`src/rtl/core/kmscm_pkg.sv`:
```
package kmscm_pkg;

  // Default geometry of the key matrix and the map table
  localparam int ROWS_DEF      = 6;
  localparam int COLUMNS_DEF   = 5;
  localparam int MAP_DEPTH_DEF = 32;

  // Fixed field widths
  localparam int COL_LEVEL_W = 5;
  localparam int ENTRY_IDX_W = 5;
  localparam int KEY_MASK_W  = 30;
  localparam int CMD_W       = 8;
  localparam int ROW_OUT_W   = 3;
  localparam int LED_W       = 5;
  localparam int USED_W      = 6;
  localparam int CFG_IDX_W   = 1;
  localparam int CFG_DATA_W  = 8;

  // Configuration register indexes
  localparam logic [CFG_IDX_W-1:0] CFG_CANCEL_COMMAND   = 1'd0;
  localparam logic [CFG_IDX_W-1:0] CFG_MAP_ENTRIES_USED = 1'd1;

  // Input action codes
  localparam logic ACT_TICK  = 1'b0;
  localparam logic ACT_WRITE = 1'b1;

  // Source of the command field of a result
  typedef enum logic [1:0] {
    SEL_NONE,
    SEL_HELD,
    SEL_CANCEL
  } out_sel_t;

  // Controller to datapath commands
  typedef struct packed {
    logic     take;       // input request accepted this cycle
    logic     rd_start;   // rewind the map table walk
    logic     rd_step;    // read the next map entry
    logic     held_load;  // keep the entry just read as pending command
    logic     out_load;   // load the output register
    out_sel_t out_sel;
    logic     out_last;
  } cmd_t;

  // Datapath to controller status
  typedef struct packed {
    logic hit;           // entry read last shares a bit with the new presses
    logic more;          // entries left to walk
    logic pressed_any;
    logic released_any;
  } sts_t;

endpackage

```
`src/rtl/core/kmscm_ctrl.sv`:
```
module kmscm_ctrl (
  input  logic            clk,
  input  logic            rst_n,
  input  logic            in_tvalid,
  input  logic            in_action,
  output logic            in_tready,
  input  logic            out_tready,
  output logic            out_tvalid,
  output kmscm_pkg::cmd_t cmd_o,
  input  kmscm_pkg::sts_t sts_i
);

  typedef enum logic [1:0] {
    ST_IDLE,
    ST_SEARCH,
    ST_DRAIN
  } state_t;

  state_t state_r, state_nxt;
  logic   out_valid_r, out_valid_nxt;
  logic   held_r, held_nxt;
  logic   rd_pend_r, rd_pend_nxt;
  logic   out_free;
  logic   hit;
  logic   stall;

  assign out_free   = !out_valid_r || out_tready;
  assign in_tready  = (state_r == ST_IDLE);
  assign out_tvalid = out_valid_r;
  assign hit        = rd_pend_r && sts_i.hit;
  assign stall      = hit && held_r && !out_free;

  // Next state and commands
  always_comb begin
    state_nxt       = state_r;
    held_nxt        = held_r;
    rd_pend_nxt     = rd_pend_r;
    cmd_o           = '0;
    cmd_o.out_sel   = kmscm_pkg::SEL_NONE;
    case (state_r)
      ST_IDLE: begin
        if (in_tvalid) begin
          cmd_o.take     = 1'b1;
          cmd_o.rd_start = 1'b1;
          held_nxt       = 1'b0;
          rd_pend_nxt    = 1'b0;
          state_nxt      = (in_action == kmscm_pkg::ACT_WRITE) ? ST_DRAIN : ST_SEARCH;
        end
      end
      ST_SEARCH: begin
        if (!stall) begin
          cmd_o.rd_step = sts_i.more && sts_i.pressed_any;
          rd_pend_nxt   = sts_i.more && sts_i.pressed_any;
          if (hit) begin
            // a newer hit pushes the pending one out; it cannot be the last
            if (held_r) begin
              cmd_o.out_load = 1'b1;
              cmd_o.out_sel  = kmscm_pkg::SEL_HELD;
            end
            cmd_o.held_load = 1'b1;
            held_nxt        = 1'b1;
          end
          if (!rd_pend_r && !(sts_i.more && sts_i.pressed_any)) begin
            state_nxt = ST_DRAIN;
          end
        end
      end
      ST_DRAIN: begin
        if (out_free) begin
          cmd_o.out_load = 1'b1;
          if (sts_i.released_any && held_r) begin
            cmd_o.out_sel = kmscm_pkg::SEL_HELD;
            held_nxt      = 1'b0;
          end else if (sts_i.released_any) begin
            cmd_o.out_sel  = kmscm_pkg::SEL_CANCEL;
            cmd_o.out_last = 1'b1;
            state_nxt      = ST_IDLE;
          end else if (held_r) begin
            cmd_o.out_sel  = kmscm_pkg::SEL_HELD;
            cmd_o.out_last = 1'b1;
            held_nxt       = 1'b0;
            state_nxt      = ST_IDLE;
          end else begin
            cmd_o.out_sel  = kmscm_pkg::SEL_NONE;
            cmd_o.out_last = 1'b1;
            state_nxt      = ST_IDLE;
          end
        end
      end
      default: begin
        state_nxt = ST_IDLE;
      end
    endcase
  end

  // Output register occupancy
  always_comb begin
    if (cmd_o.out_load) begin
      out_valid_nxt = 1'b1;
    end else if (out_tready) begin
      out_valid_nxt = 1'b0;
    end else begin
      out_valid_nxt = out_valid_r;
    end
  end

  always_ff @(posedge clk) begin
    if (!rst_n) begin
      state_r     <= ST_IDLE;
      out_valid_r <= 1'b0;
      held_r      <= 1'b0;
      rd_pend_r   <= 1'b0;
    end else begin
      state_r     <= state_nxt;
      out_valid_r <= out_valid_nxt;
      held_r      <= held_nxt;
      rd_pend_r   <= rd_pend_nxt;
    end
  end

  // A result is never loaded over one that has not been taken
  a_no_overwrite: assert property (@(posedge clk) disable iff (!rst_n)
    cmd_o.out_load |-> (!out_valid_r || out_tready))
    else $error("output register overwritten");

  // No pending command survives into the next request
  a_held_clear: assert property (@(posedge clk) disable iff (!rst_n)
    (state_r == ST_IDLE) |-> !held_r)
    else $error("pending command left behind");

  // Map reads are only in flight during the walk
  a_read_in_search: assert property (@(posedge clk) disable iff (!rst_n)
    rd_pend_r |-> (state_r == ST_SEARCH))
    else $error("map read outstanding outside the walk");

  // A table write goes straight to its single result
  a_write_drain: assert property (@(posedge clk) disable iff (!rst_n)
    (cmd_o.take && (in_action == kmscm_pkg::ACT_WRITE)) |=> (state_r == ST_DRAIN))
    else $error("table write did not go to result");

endmodule

```
`src/rtl/core/kmscm_dp.sv`:
```
module kmscm_dp #(
  parameter int ROWS      = kmscm_pkg::ROWS_DEF,
  parameter int COLUMNS   = kmscm_pkg::COLUMNS_DEF,
  parameter int MAP_DEPTH = kmscm_pkg::MAP_DEPTH_DEF
) (
  input  logic                                 clk,
  input  logic                                 rst_n,
  input  logic                                 cfg_valid,
  input  logic [kmscm_pkg::CFG_IDX_W-1:0]      cfg_index,
  input  logic [kmscm_pkg::CFG_DATA_W-1:0]     cfg_data,
  input  logic                                 in_action,
  input  logic [kmscm_pkg::COL_LEVEL_W-1:0]    in_column_levels,
  input  logic [kmscm_pkg::ENTRY_IDX_W-1:0]    in_entry_index,
  input  logic [kmscm_pkg::KEY_MASK_W-1:0]     in_entry_key_mask,
  input  logic [kmscm_pkg::CMD_W-1:0]          in_entry_command,
  input  kmscm_pkg::cmd_t                      cmd_i,
  output kmscm_pkg::sts_t                      sts_o,
  output logic [kmscm_pkg::ROW_OUT_W-1:0]      out_row_drive,
  output logic [kmscm_pkg::LED_W-1:0]          out_led_columns,
  output logic                                 out_command_valid,
  output logic [kmscm_pkg::CMD_W-1:0]          out_command_byte,
  output logic                                 out_last
);

  localparam int KEY_BITS = ROWS * COLUMNS;
  localparam int RW       = (ROWS > 1) ? $clog2(ROWS) : 1;
  localparam int AW       = (MAP_DEPTH > 1) ? $clog2(MAP_DEPTH) : 1;
  localparam int CW       = $clog2(MAP_DEPTH + 1);

  // Key state and configuration
  logic [ROWS-1:0][COLUMNS-1:0]      cur_r, acc_r, cur_nxt;
  logic [RW-1:0]                     scan_row_r, row_next, row_sel;
  logic [kmscm_pkg::CMD_W-1:0]       cancel_r;
  logic [kmscm_pkg::USED_W-1:0]      used_r;
  logic [KEY_BITS-1:0]               pressed_r;
  logic                              released_r;

  // Result fields captured at accept
  logic [RW-1:0]                     res_row_r;
  logic [COLUMNS-1:0]                res_leds_r;

  // Map table and walk
  logic [KEY_BITS-1:0]               mask_mem [MAP_DEPTH];
  logic [kmscm_pkg::CMD_W-1:0]       cmd_mem  [MAP_DEPTH];
  logic [KEY_BITS-1:0]               rd_mask_r;
  logic [kmscm_pkg::CMD_W-1:0]       rd_cmd_r;
  logic [kmscm_pkg::CMD_W-1:0]       held_cmd_r;
  logic [CW-1:0]                     cnt_r;
  logic [CW-1:0]                     used_eff;

  logic [7:0]                        cols8;
  logic [5:0]                        idx6;
  logic [63:0]                       mask64;
  logic [7:0]                        row8;
  logic [7:0]                        leds8;
  logic                              wr_ok;

  // Column sample, active low, cut to the matrix width
  assign cols8 = {3'b000, ~in_column_levels};

  assign row_next = (scan_row_r == RW'(ROWS - 1)) ? '0 : scan_row_r + 1'b1;
  assign row_sel  = (in_action == kmscm_pkg::ACT_WRITE) ? scan_row_r : row_next;

  always_comb begin
    cur_nxt             = cur_r;
    cur_nxt[scan_row_r] = cols8[COLUMNS-1:0];
  end

  // Table write decode
  assign idx6   = {1'b0, in_entry_index};
  assign wr_ok  = idx6 < 6'(MAP_DEPTH);
  assign mask64 = 64'(in_entry_key_mask);

  // Number of entries walked, bounded by the table size
  assign used_eff = (used_r > 6'(MAP_DEPTH)) ? CW'(MAP_DEPTH) : used_r[CW-1:0];

  assign sts_o.hit          = |(rd_mask_r & pressed_r);
  assign sts_o.more         = cnt_r < used_eff;
  assign sts_o.pressed_any  = |pressed_r;
  assign sts_o.released_any = released_r;

  assign row8  = 8'(res_row_r);
  assign leds8 = 8'(res_leds_r);

  // Configuration registers
  always_ff @(posedge clk) begin
    if (!rst_n) begin
      cancel_r <= '0;
      used_r   <= '0;
    end else if (cfg_valid) begin
      case (cfg_index)
        kmscm_pkg::CFG_CANCEL_COMMAND:   cancel_r <= cfg_data;
        kmscm_pkg::CFG_MAP_ENTRIES_USED: used_r   <= cfg_data[kmscm_pkg::USED_W-1:0];
        default: begin
        end
      endcase
    end
  end

  // Key vectors, scan row and change detection
  always_ff @(posedge clk) begin
    if (!rst_n) begin
      cur_r      <= '0;
      acc_r      <= '0;
      scan_row_r <= '0;
      pressed_r  <= '0;
      released_r <= 1'b0;
    end else if (cmd_i.take) begin
      if (in_action == kmscm_pkg::ACT_WRITE) begin
        pressed_r  <= '0;
        released_r <= 1'b0;
      end else begin
        scan_row_r <= row_next;
        cur_r      <= cur_nxt;
        acc_r      <= cur_nxt;
        pressed_r  <= cur_nxt & ~acc_r;
        released_r <= |(acc_r & ~cur_nxt);
      end
    end
  end

  // Row and LED bits use the accepted vector from before the update
  always_ff @(posedge clk) begin
    if (cmd_i.take) begin
      res_row_r  <= row_sel;
      res_leds_r <= acc_r[row_sel];
    end
  end

  // Map table memory
  always_ff @(posedge clk) begin
    if (cmd_i.take && (in_action == kmscm_pkg::ACT_WRITE) && wr_ok) begin
      mask_mem[idx6[AW-1:0]] <= mask64[KEY_BITS-1:0];
      cmd_mem[idx6[AW-1:0]]  <= in_entry_command;
    end
    if (cmd_i.rd_step) begin
      rd_mask_r <= mask_mem[cnt_r[AW-1:0]];
      rd_cmd_r  <= cmd_mem[cnt_r[AW-1:0]];
    end
  end

  // Walk counter
  always_ff @(posedge clk) begin
    if (!rst_n) begin
      cnt_r <= '0;
    end else if (cmd_i.rd_start) begin
      cnt_r <= '0;
    end else if (cmd_i.rd_step) begin
      cnt_r <= cnt_r + 1'b1;
    end
  end

  // Pending command and output register
  always_ff @(posedge clk) begin
    if (cmd_i.held_load) begin
      held_cmd_r <= rd_cmd_r;
    end
    if (cmd_i.out_load) begin
      out_row_drive   <= row8[kmscm_pkg::ROW_OUT_W-1:0];
      out_led_columns <= leds8[kmscm_pkg::LED_W-1:0];
      out_last        <= cmd_i.out_last;
      case (cmd_i.out_sel)
        kmscm_pkg::SEL_HELD: begin
          out_command_valid <= 1'b1;
          out_command_byte  <= held_cmd_r;
        end
        kmscm_pkg::SEL_CANCEL: begin
          out_command_valid <= 1'b1;
          out_command_byte  <= cancel_r;
        end
        default: begin
          out_command_valid <= 1'b0;
          out_command_byte  <= '0;
        end
      endcase
    end
  end

endmodule

```
`src/rtl/core/keypad_matrix_scan_command_map.sv`:
```
// Key matrix scanner with command map. Each scan tick on the input stream
// (tuser 0) carries the active-low column levels of the row driven now; the
// block stores them in its key vector, steps to the next row and reports that
// row and its LED bits. When keys change, newly pressed keys are matched
// against map entries 0 to min(map_entries_used, MAP_DEPTH) - 1 in order,
// one result per matching entry, then one cancel result if any key was
// released; a tick with no command gives a single result with tuser 0. A
// table write (tuser 1) loads one map entry and gives one such result. tlast
// marks the final result of a request. The map memory has a single read port
// and is walked one entry per cycle unless a result not yet taken holds the
// walk; a new request is taken only after the last one ends. Configuration
// must be written only while idle; the block itself does not enforce it.
module keypad_matrix_scan_command_map #(
  parameter int ROWS      = kmscm_pkg::ROWS_DEF,
  parameter int COLUMNS   = kmscm_pkg::COLUMNS_DEF,
  parameter int MAP_DEPTH = kmscm_pkg::MAP_DEPTH_DEF
) (
  input  logic                             clk,
  input  logic                             rst_n,
  // configuration writes
  input  logic                             cfg_valid,
  output logic                             cfg_ready,
  input  logic [kmscm_pkg::CFG_IDX_W-1:0]  cfg_index,
  input  logic [kmscm_pkg::CFG_DATA_W-1:0] cfg_data,
  // input stream
  input  logic                             in_tvalid,
  output logic                             in_tready,
  // tdata: column_levels[4:0], entry_index[9:5], entry_key_mask[39:10],
  //        entry_command[47:40]
  input  logic [47:0]                      in_tdata,
  // tuser: action[0]
  input  logic                             in_tuser,
  // result stream
  output logic                             out_tvalid,
  input  logic                             out_tready,
  // tdata: row_drive[2:0], led_columns[7:3], command_byte[15:8]
  output logic [15:0]                      out_tdata,
  // tuser: command_valid[0]
  output logic                             out_tuser,
  output logic                             out_tlast
);

  kmscm_pkg::cmd_t cmd;
  kmscm_pkg::sts_t sts;

  logic [kmscm_pkg::ROW_OUT_W-1:0] row_drive;
  logic [kmscm_pkg::LED_W-1:0]     led_columns;
  logic [kmscm_pkg::CMD_W-1:0]     command_byte;

  assign cfg_ready = 1'b1;
  assign out_tdata = {command_byte, led_columns, row_drive};

  kmscm_ctrl u_ctrl (
    .clk        (clk),
    .rst_n      (rst_n),
    .in_tvalid  (in_tvalid),
    .in_action  (in_tuser),
    .in_tready  (in_tready),
    .out_tready (out_tready),
    .out_tvalid (out_tvalid),
    .cmd_o      (cmd),
    .sts_i      (sts)
  );

  kmscm_dp #(
    .ROWS      (ROWS),
    .COLUMNS   (COLUMNS),
    .MAP_DEPTH (MAP_DEPTH)
  ) u_dp (
    .clk               (clk),
    .rst_n             (rst_n),
    .cfg_valid         (cfg_valid),
    .cfg_index         (cfg_index),
    .cfg_data          (cfg_data),
    .in_action         (in_tuser),
    .in_column_levels  (in_tdata[4:0]),
    .in_entry_index    (in_tdata[9:5]),
    .in_entry_key_mask (in_tdata[39:10]),
    .in_entry_command  (in_tdata[47:40]),
    .cmd_i             (cmd),
    .sts_o             (sts),
    .out_row_drive     (row_drive),
    .out_led_columns   (led_columns),
    .out_command_valid (out_tuser),
    .out_command_byte  (command_byte),
    .out_last          (out_tlast)
  );

endmodule
```
`config.mk`:
```
export PLATFORM = sky130hd
export DESIGN_NAME = keypad_matrix_scan_command_map
export DESIGN_NICKNAME = d
export VERILOG_FILES = /design/src/rtl/core/kmscm_pkg.sv /design/src/rtl/core/kmscm_ctrl.sv /design/src/rtl/core/kmscm_dp.sv /design/src/rtl/core/keypad_matrix_scan_command_map.sv
export SDC_FILE = /design/constraint.sdc
export NUM_CORES = 2
export LEC_CHECK = 0
export ABC_AREA = 1
export BUFFER_PORTS_ARGS = -buffer_cell sky130_fd_sc_hd__buf_2
export CAP_MARGIN = 20
export CORE_AREA = 2 2 399 401
export DETAILED_ROUTE_END_ITERATION = 10
export DIE_AREA = 0 0 401 403
export PLACE_DENSITY_LB_ADDON = 0.1
export SETUP_SLACK_MARGIN = 0.2
export SYNTH_ARGS = -nofsm -noshare
export SYNTH_HDL_FRONTEND = slang
export SYNTH_HIERARCHICAL = 1
export SYNTH_SLANG_ARGS = --single-unit
```
`constraint.sdc`:
```
create_clock -name clk -period 5.4 [get_ports clk]
set_input_delay 1.08 -clock clk [delete_from_list [all_inputs] [get_ports clk]]
set_output_delay 1.08 -clock clk [all_outputs]
set_load 0.01 [all_outputs]
```
# [After elaboration in Yosys (flattened, before gate mapping)]
# Memory sizes are Yosys's and may differ from the RTL's. A register that Yosys moved wholly into a read port is not among the register bits.
# Cells that the tools add are included.
[op_classes] addsub=2 multipliers=0 n_div=0 n_lt_le_gt_ge=6 eq_ne=12 shift=0 muxes=44 n_bitwise=11 n_reduce_logical=30
[op_table] op="$and A30 B30 Y30" n=3
[op_table] op="$reduce_or A30 Y1" n=3
[op_table] op="$not A30 Y30" n=2
[op_table] op="$bwmux W30" n=1
[op_table] op="$mux W30" n=1
[op_table] op="$mux W2" n=11
[op_table] op="$pmux W8 S2" n=1
[op_table] op="$bmux W5 S3" n=1
[op_table] op="$demux W5 S3" n=1
[op_table] op="$mux W5" n=3
[op_table] op="$mux W1" n=14
[op_table] op="$mux W3" n=4
[op_table] op="$logic_and A1 B1 Y1" n=9
[op_table] op="$lt A3 B4 Y1 const B" n=2
[op_table] op="$mux W4" n=2
[op_table] op="$add A6 B1 Y6 const B" n=1
[op_table] op="$gt A6 B6 Y1 const B" n=1
[op_table] op="$lt A5 B6 Y1 const B" n=1
[op_table] op="$lt A6 B6 Y1" n=1
[op_table] op="$mux W6" n=1
[op_table] op="$ne A2 B1 Y1 const B" n=3
[op_table] op="$ne A2 B2 Y1 const B" n=3
[op_table] op="$pmux W2 S3" n=1
[op_table] op="$pmux W3 S2" n=1
[op_table] op="21 further kinds" n=34
[totals] ff_bits=123 latchBits=0 mem_bits_rw=1216 mem_bits_ro=0 output_inout_bits=21 elab_cells=131 n_memories=2
[mem_list] name="u_dp.mask_mem" words=32 width=30 rd=1 rd_clocked_by_memory_dff=1 write_ports=1 line_no="kmscm_dp.sv:43" rtl="logic [KEY_BITS-1:0] mask_mem [MAP_DEPTH];"
[mem_list] name="u_dp.cmd_mem" words=32 width=8 rd=1 rd_clocked_by_memory_dff=1 write_ports=1 line_no="kmscm_dp.sv:44" rtl="logic [kmscm_pkg::CMD_W-1:0] cmd_mem [MAP_DEPTH];"

# [Longest topological paths before layout]
[logic_depth] ltp_word=10 mapped_depth=16 depth_no_buf=15

# [By module]
# Netlist, hierarchy kept.
[modules_own_cells] module="kmscm_dp" instances=1 cells_each=4311 area_each_um2=54369.6 seq_area_each_um2=40358.7
[modules_own_cells] module="kmscm_ctrl" instances=1 cells_each=80 area_each_um2=467.9 seq_area_each_um2=100.1
[modules_own_cells] module="keypad_matrix_scan_command_map" instances=1 cells_each=2 area_each_um2=11.3 seq_area_each_um2=0.0

# [Worst setup path after synthesis]
# No wires, ideal clock.
[synth_path] kind="flip-flop to flip-flop" start="register u_dp.cnt_r[0]" end="register u_dp.cnt_r[5]" setup_time_ns=0.070 arrival_time_ns=4.248 t_required_ns=5.330 path_slack_ns=1.082 stages_incl_launch_ff=17 n_path_buf=4 cell_sequence="dfxtp_1 buf_6 buf_6 buf_6 buf_2 o21ai_0 nand2_1 nand3_1 a21oi_1 a211oi_1 nand3_1 nor2_1 nand2_1 nor3_2 nand2_1 or3_1 a21oi_1"
[synth_lines] item="from (decl)" line_no="kmscm_dp.sv:48" rtl="logic [CW-1:0] cnt_r;"
[synth_lines] item="from (signal assigned)" line_no="kmscm_dp.sv:149" rtl="cnt_r <= cnt_r + 1'b1;"

# [Final worst setup path]
[layout_path] start="register u_ctrl.state_r[0]" end="memory u_dp/mask_mem[12][4] (netlist name), enable pin"
[layout_between] elab_chain_cells=6
[layout_lines] item="from (decl)" line_no="kmscm_ctrl.sv:19" rtl="state_t state_r, state_nxt;"
[layout_lines] item="from (signal assigned)" line_no="kmscm_ctrl.sv:114" rtl="state_r <= state_nxt;"
[layout_lines] item="$logic_not A2 Y1" line_no="kmscm_ctrl.sv:40" rtl="case (state_r)"
[layout_lines] item="$mux W2" line_no="kmscm_ctrl.sv:40"
[layout_lines] item="$logic_and A1 B1 Y1 (2 in series)" line_no="kmscm_dp.sv:132" rtl="if (cmd_i.take && (in_action == kmscm_pkg::ACT_WRITE) && wr_ok) begin"
[layout_lines] item="$mux W1" line_no="kmscm_dp.sv:132"
[layout_lines] item="$mux W1 (implied by the code)" line_no="kmscm_dp.sv:133" rtl="mask_mem[idx6[AW-1:0]] <= mask64[KEY_BITS-1:0];"
[layout_lines] item="to (decl)" line_no="kmscm_dp.sv:43"
# Every way passes these cells.

==> results.md <==
- Fin crit period: 3664 ps
- Top FF cell, synth: edfxtp_1
- Max clock buf depth: 3
- Count leader, synth: edfxtp_1
- Comb pwr share: under 10%
- Power Internal: between 15000 and 20000 uW
- Min-delay worst type: flip-flop to flip-flop
- Max rail drop VDD: 0.0003326 V
- Gr ovfl total: 0
- Reg2reg path depth: 9
- Final wirelength: 172.9 mm
- Hold Path End: u_dp/out_row_drive[2]
- Overall Global Routing Usage: 21.16%
- Total Neg Setup Slack: 0 ps
- Placed inst area: between 50000 and 60000 um^2
- Seq pwr share: 52.7%
- Xor/xnor share of the synthesized area: 0%
- CP Buf/Inv Count: 4
- Type of the worst setup path: flip-flop to flip-flop
- First-pass GRT wire length: 250.3 mm
- Number of antenna violations at the first check in global routing: 10
- Startpoint type of the worst setup path: flip-flop
- Cell Pwr Density: 359.7 nW/um^2
- Detailed Route Iter0 Violations: 3436
- Io pins: 84
- Final Util: 39.56%
- Area Growth Syn to Fin: 13.58%
- Register bit total from synthesis: 1377
- Worst Min Path Start: u_dp/res_row_r[2]
- P_sw: 4895 uW
- Setup bufs post-CTS: 0
- Area contributors post-synth: edfxtp_1, nor2_1, o21ai_0, dfxtp_1, nand2_1
- CTS buffer count: between 150 and 200
- Detailed-route via count: 35400
- Top post-synthesis cells by count: edfxtp_1, nor2_1, o21ai_0
- Max Cap Violations: 0
- Clock root buffer: clkbuf_16
- Worst-Skew Late Latency: 760 ps
- Avg Inst Size Synth: 12.49 um^2
- Layout cells sized above 1: roughly a tenth
- Fmax: roughly 270 MHz
- FFs w/ async S/R, synth: 0%
- Synth Cell Area: 54850 um^2
- Synth Area in Adders: less than 1%
- # rows: 146
- CTS clock-pin slew for the worst setup and hold paths: 60 ps
- Clk_skew: roughly 22 ps
- Vias in the first global route: between 30000 and 40000
- Combinational family with the most area after synthesis: compound AO/OA/AOI/OAI gates
- Starting Density: 34.83%
- Worst path most repeated cell: inv_1
- DR WL/cell: approximately 26 um
- Clock power frac: 43.9%
- Hold Fails Final Rpt: 0
- DP HPWL: 101.1 mm
- Static leakage: 0.02025 uW
- Post-synth cell types: 40
- Vias per inst: 5.337
- Fin nets: approximately 4500
- Start of the worst register-to-register path: u_ctrl/state_r[0]
- Critical-path cell list: inv_1 -> ha_1 -> nand2_1 -> inv_1 -> nand2_1 -> inv_1 -> nand3_1 -> nor2_4 -> buf_4
- Post-synth top area share: 70.52%
- Post-synth EDFFs: around 1300
- Slew HR: approximately 28%
- TritonRoute pass-1 iters: 8
- DRT antenna net count: 0
- Ys Warns: 6
- CP peak stage delay: 870 ps
- Worst slew pin tran: 1073 ps
- Slowest-stage cell, CP: nor2_4
- Switching share of power: 21.85%
- Total clock sinks: 1377
- Die width: 401 um
- CP startpoint: u_ctrl/state_r[0]
- Largest net degree at the start of global routing: approximately 170
- Reg-to-Reg End: u_dp/mask_mem[12][4]
- Post-route cell area: 62300 um^2
- DRC Markers: 0
- Sequential area share after synthesis: 73.76%
- Mux share of post-synthesis cell area: 0%
- Worst Hold Depth: 0
- Die Height: just over 400 um
- Final Max Tran Viols: 0
- Die ar.: ~160000 um^2
- Compound-Gate Fraction of Synth Area: 11.61%
- PortBufs: around 80
- Req. time, crit path: 5860 ps
- # setup viols final: 0
- CTS tree: yes
- Crit. End Element: flip-flop
- Syn Nets: 4468
- Cell taking the most area after synthesis: edfxtp_1
- Cts hold-fix bufs: 0
- Critical path arrival: 4120 ps
- R2R Setup Slk: 1740 ps
- Final GP Congestion: approximately 0.79
- H-Tree Depth: 4
- Crit path max fanout: 20
- Core Region: 157500 um^2
- Gate Count Post-Synth: ~4400
- Post-CTS sizing: 0
- Simple-gate share of the synthesized area: 10.97%
- Top cell family by delay on the critical path: simple AND/OR/NAND/NOR gates
- RSZ-0062 raised after global routing: false
- Fin crit share: roughly two thirds
- Status: complete, no violations
-- how the worst max path moves through the flow --
stage,cells after the start,slack [ps],endpoint
after global placement,9,1250,u_dp/cmd_mem[0][3]
after detailed placement,9,1210,u_dp/mask_mem[0][29]
after floorplan,16,1080,u_dp/cnt_r[5]
final,9,1740,u_dp/mask_mem[12][4]
after CTS,10,1700,u_dp/mask_mem[0][18]
after global routing,9,1500,u_dp/mask_mem[12][4]
-- sequential cells by signal, indices dropped and copies added (netlist names), 5 cells and up --
signal	flops
u_dp/used_r	6
u_dp/res_leds_r	5
u_dp/cancel_r	8
u_dp/acc_r	30
u_dp/rd_mask_r	30
u_dp/held_cmd_r	8
u_dp/pressed_r	30
u_dp/cnt_r	6
u_dp/rd_cmd_r	8
u_dp/out_led_columns	5
u_dp/out_command_byte	8
u_dp/mask_mem	960
u_dp/cmd_mem	256
-- through the flow --
stage	power [uW]	hold WS (ps)	cells	worst slack (ps)
4_1_cts	22680	421.6	6629	1695
3_5_place_dp	12810	408.0	6350	1213
6_report	22410	419.3	6632	1737
3_3_place_gp	12810	403.5	6350	1252
2_1_floorplan	12380	400.3	4393	1082
5_1_grt	23150	424.2	6629	1498
-- final cells by class --
cell class	count	area, um^2
diodes	3	7.507
clock buffers	200	4164
clock inverters	79	489.2
fillers	15050	95170
inverters	113	454.2
multi-input cells	2614	12800
flip-flops and latches	1377	40470
well taps	2072	2592
repair buffers	174	1326
-- layout by cell type (no fill, tap or decap), drive strengths merged --
master / instances
a211oi: 1
a221oi: 3
clkinvlp: 1
nand2: 351
or2: 22
a31oi: 1
nor3b: 2
dfxtp: 89
a21oi: 99
nor4: 6
nand3: 141
nand4: 72
or3: 1
inv: 116
buf: 174
edfxtp: 1288
clkbuf: 200
o211ai: 175
o221ai: 1
bufinv: 4
diode: 3
clkinv: 71
conb: 1
o22ai: 165
and3: 1
o21ai: 693
ha: 12
nor3: 7
nor2: 860
-- per-layer routing --
metal	GRT usage (%)	vias up	wire (um)
li1	-	16200	-
met1	29.80	18210	79670
met2	34.95	802	83040
met3	2.891	185	7257
met4	4.442	0	2891
met5	0	-	0
-- power groups by stage --
| stage | clock network (uW) | logic [uW] | registers, uW |
|---|---|---|---|
| floorplan | 0 | 384 | 12000 |
| detailed placement | 0 | 787 | 12000 |
| global route | 10500 | 850 | 11800 |
| finish | 9840 | 771 | 11800 |
| CTS | 10100 | 789 | 11800 |
| global placement | 0 | 788 | 12000 |
-- kinds of logic after synthesis --
kind of cell,count (synthesis)
compound gates,1138
fa+ha+maj,12
buf+inv,402
flops,1377
other cells,1
simple gates,1463
(Power assumes the default switching activity.)
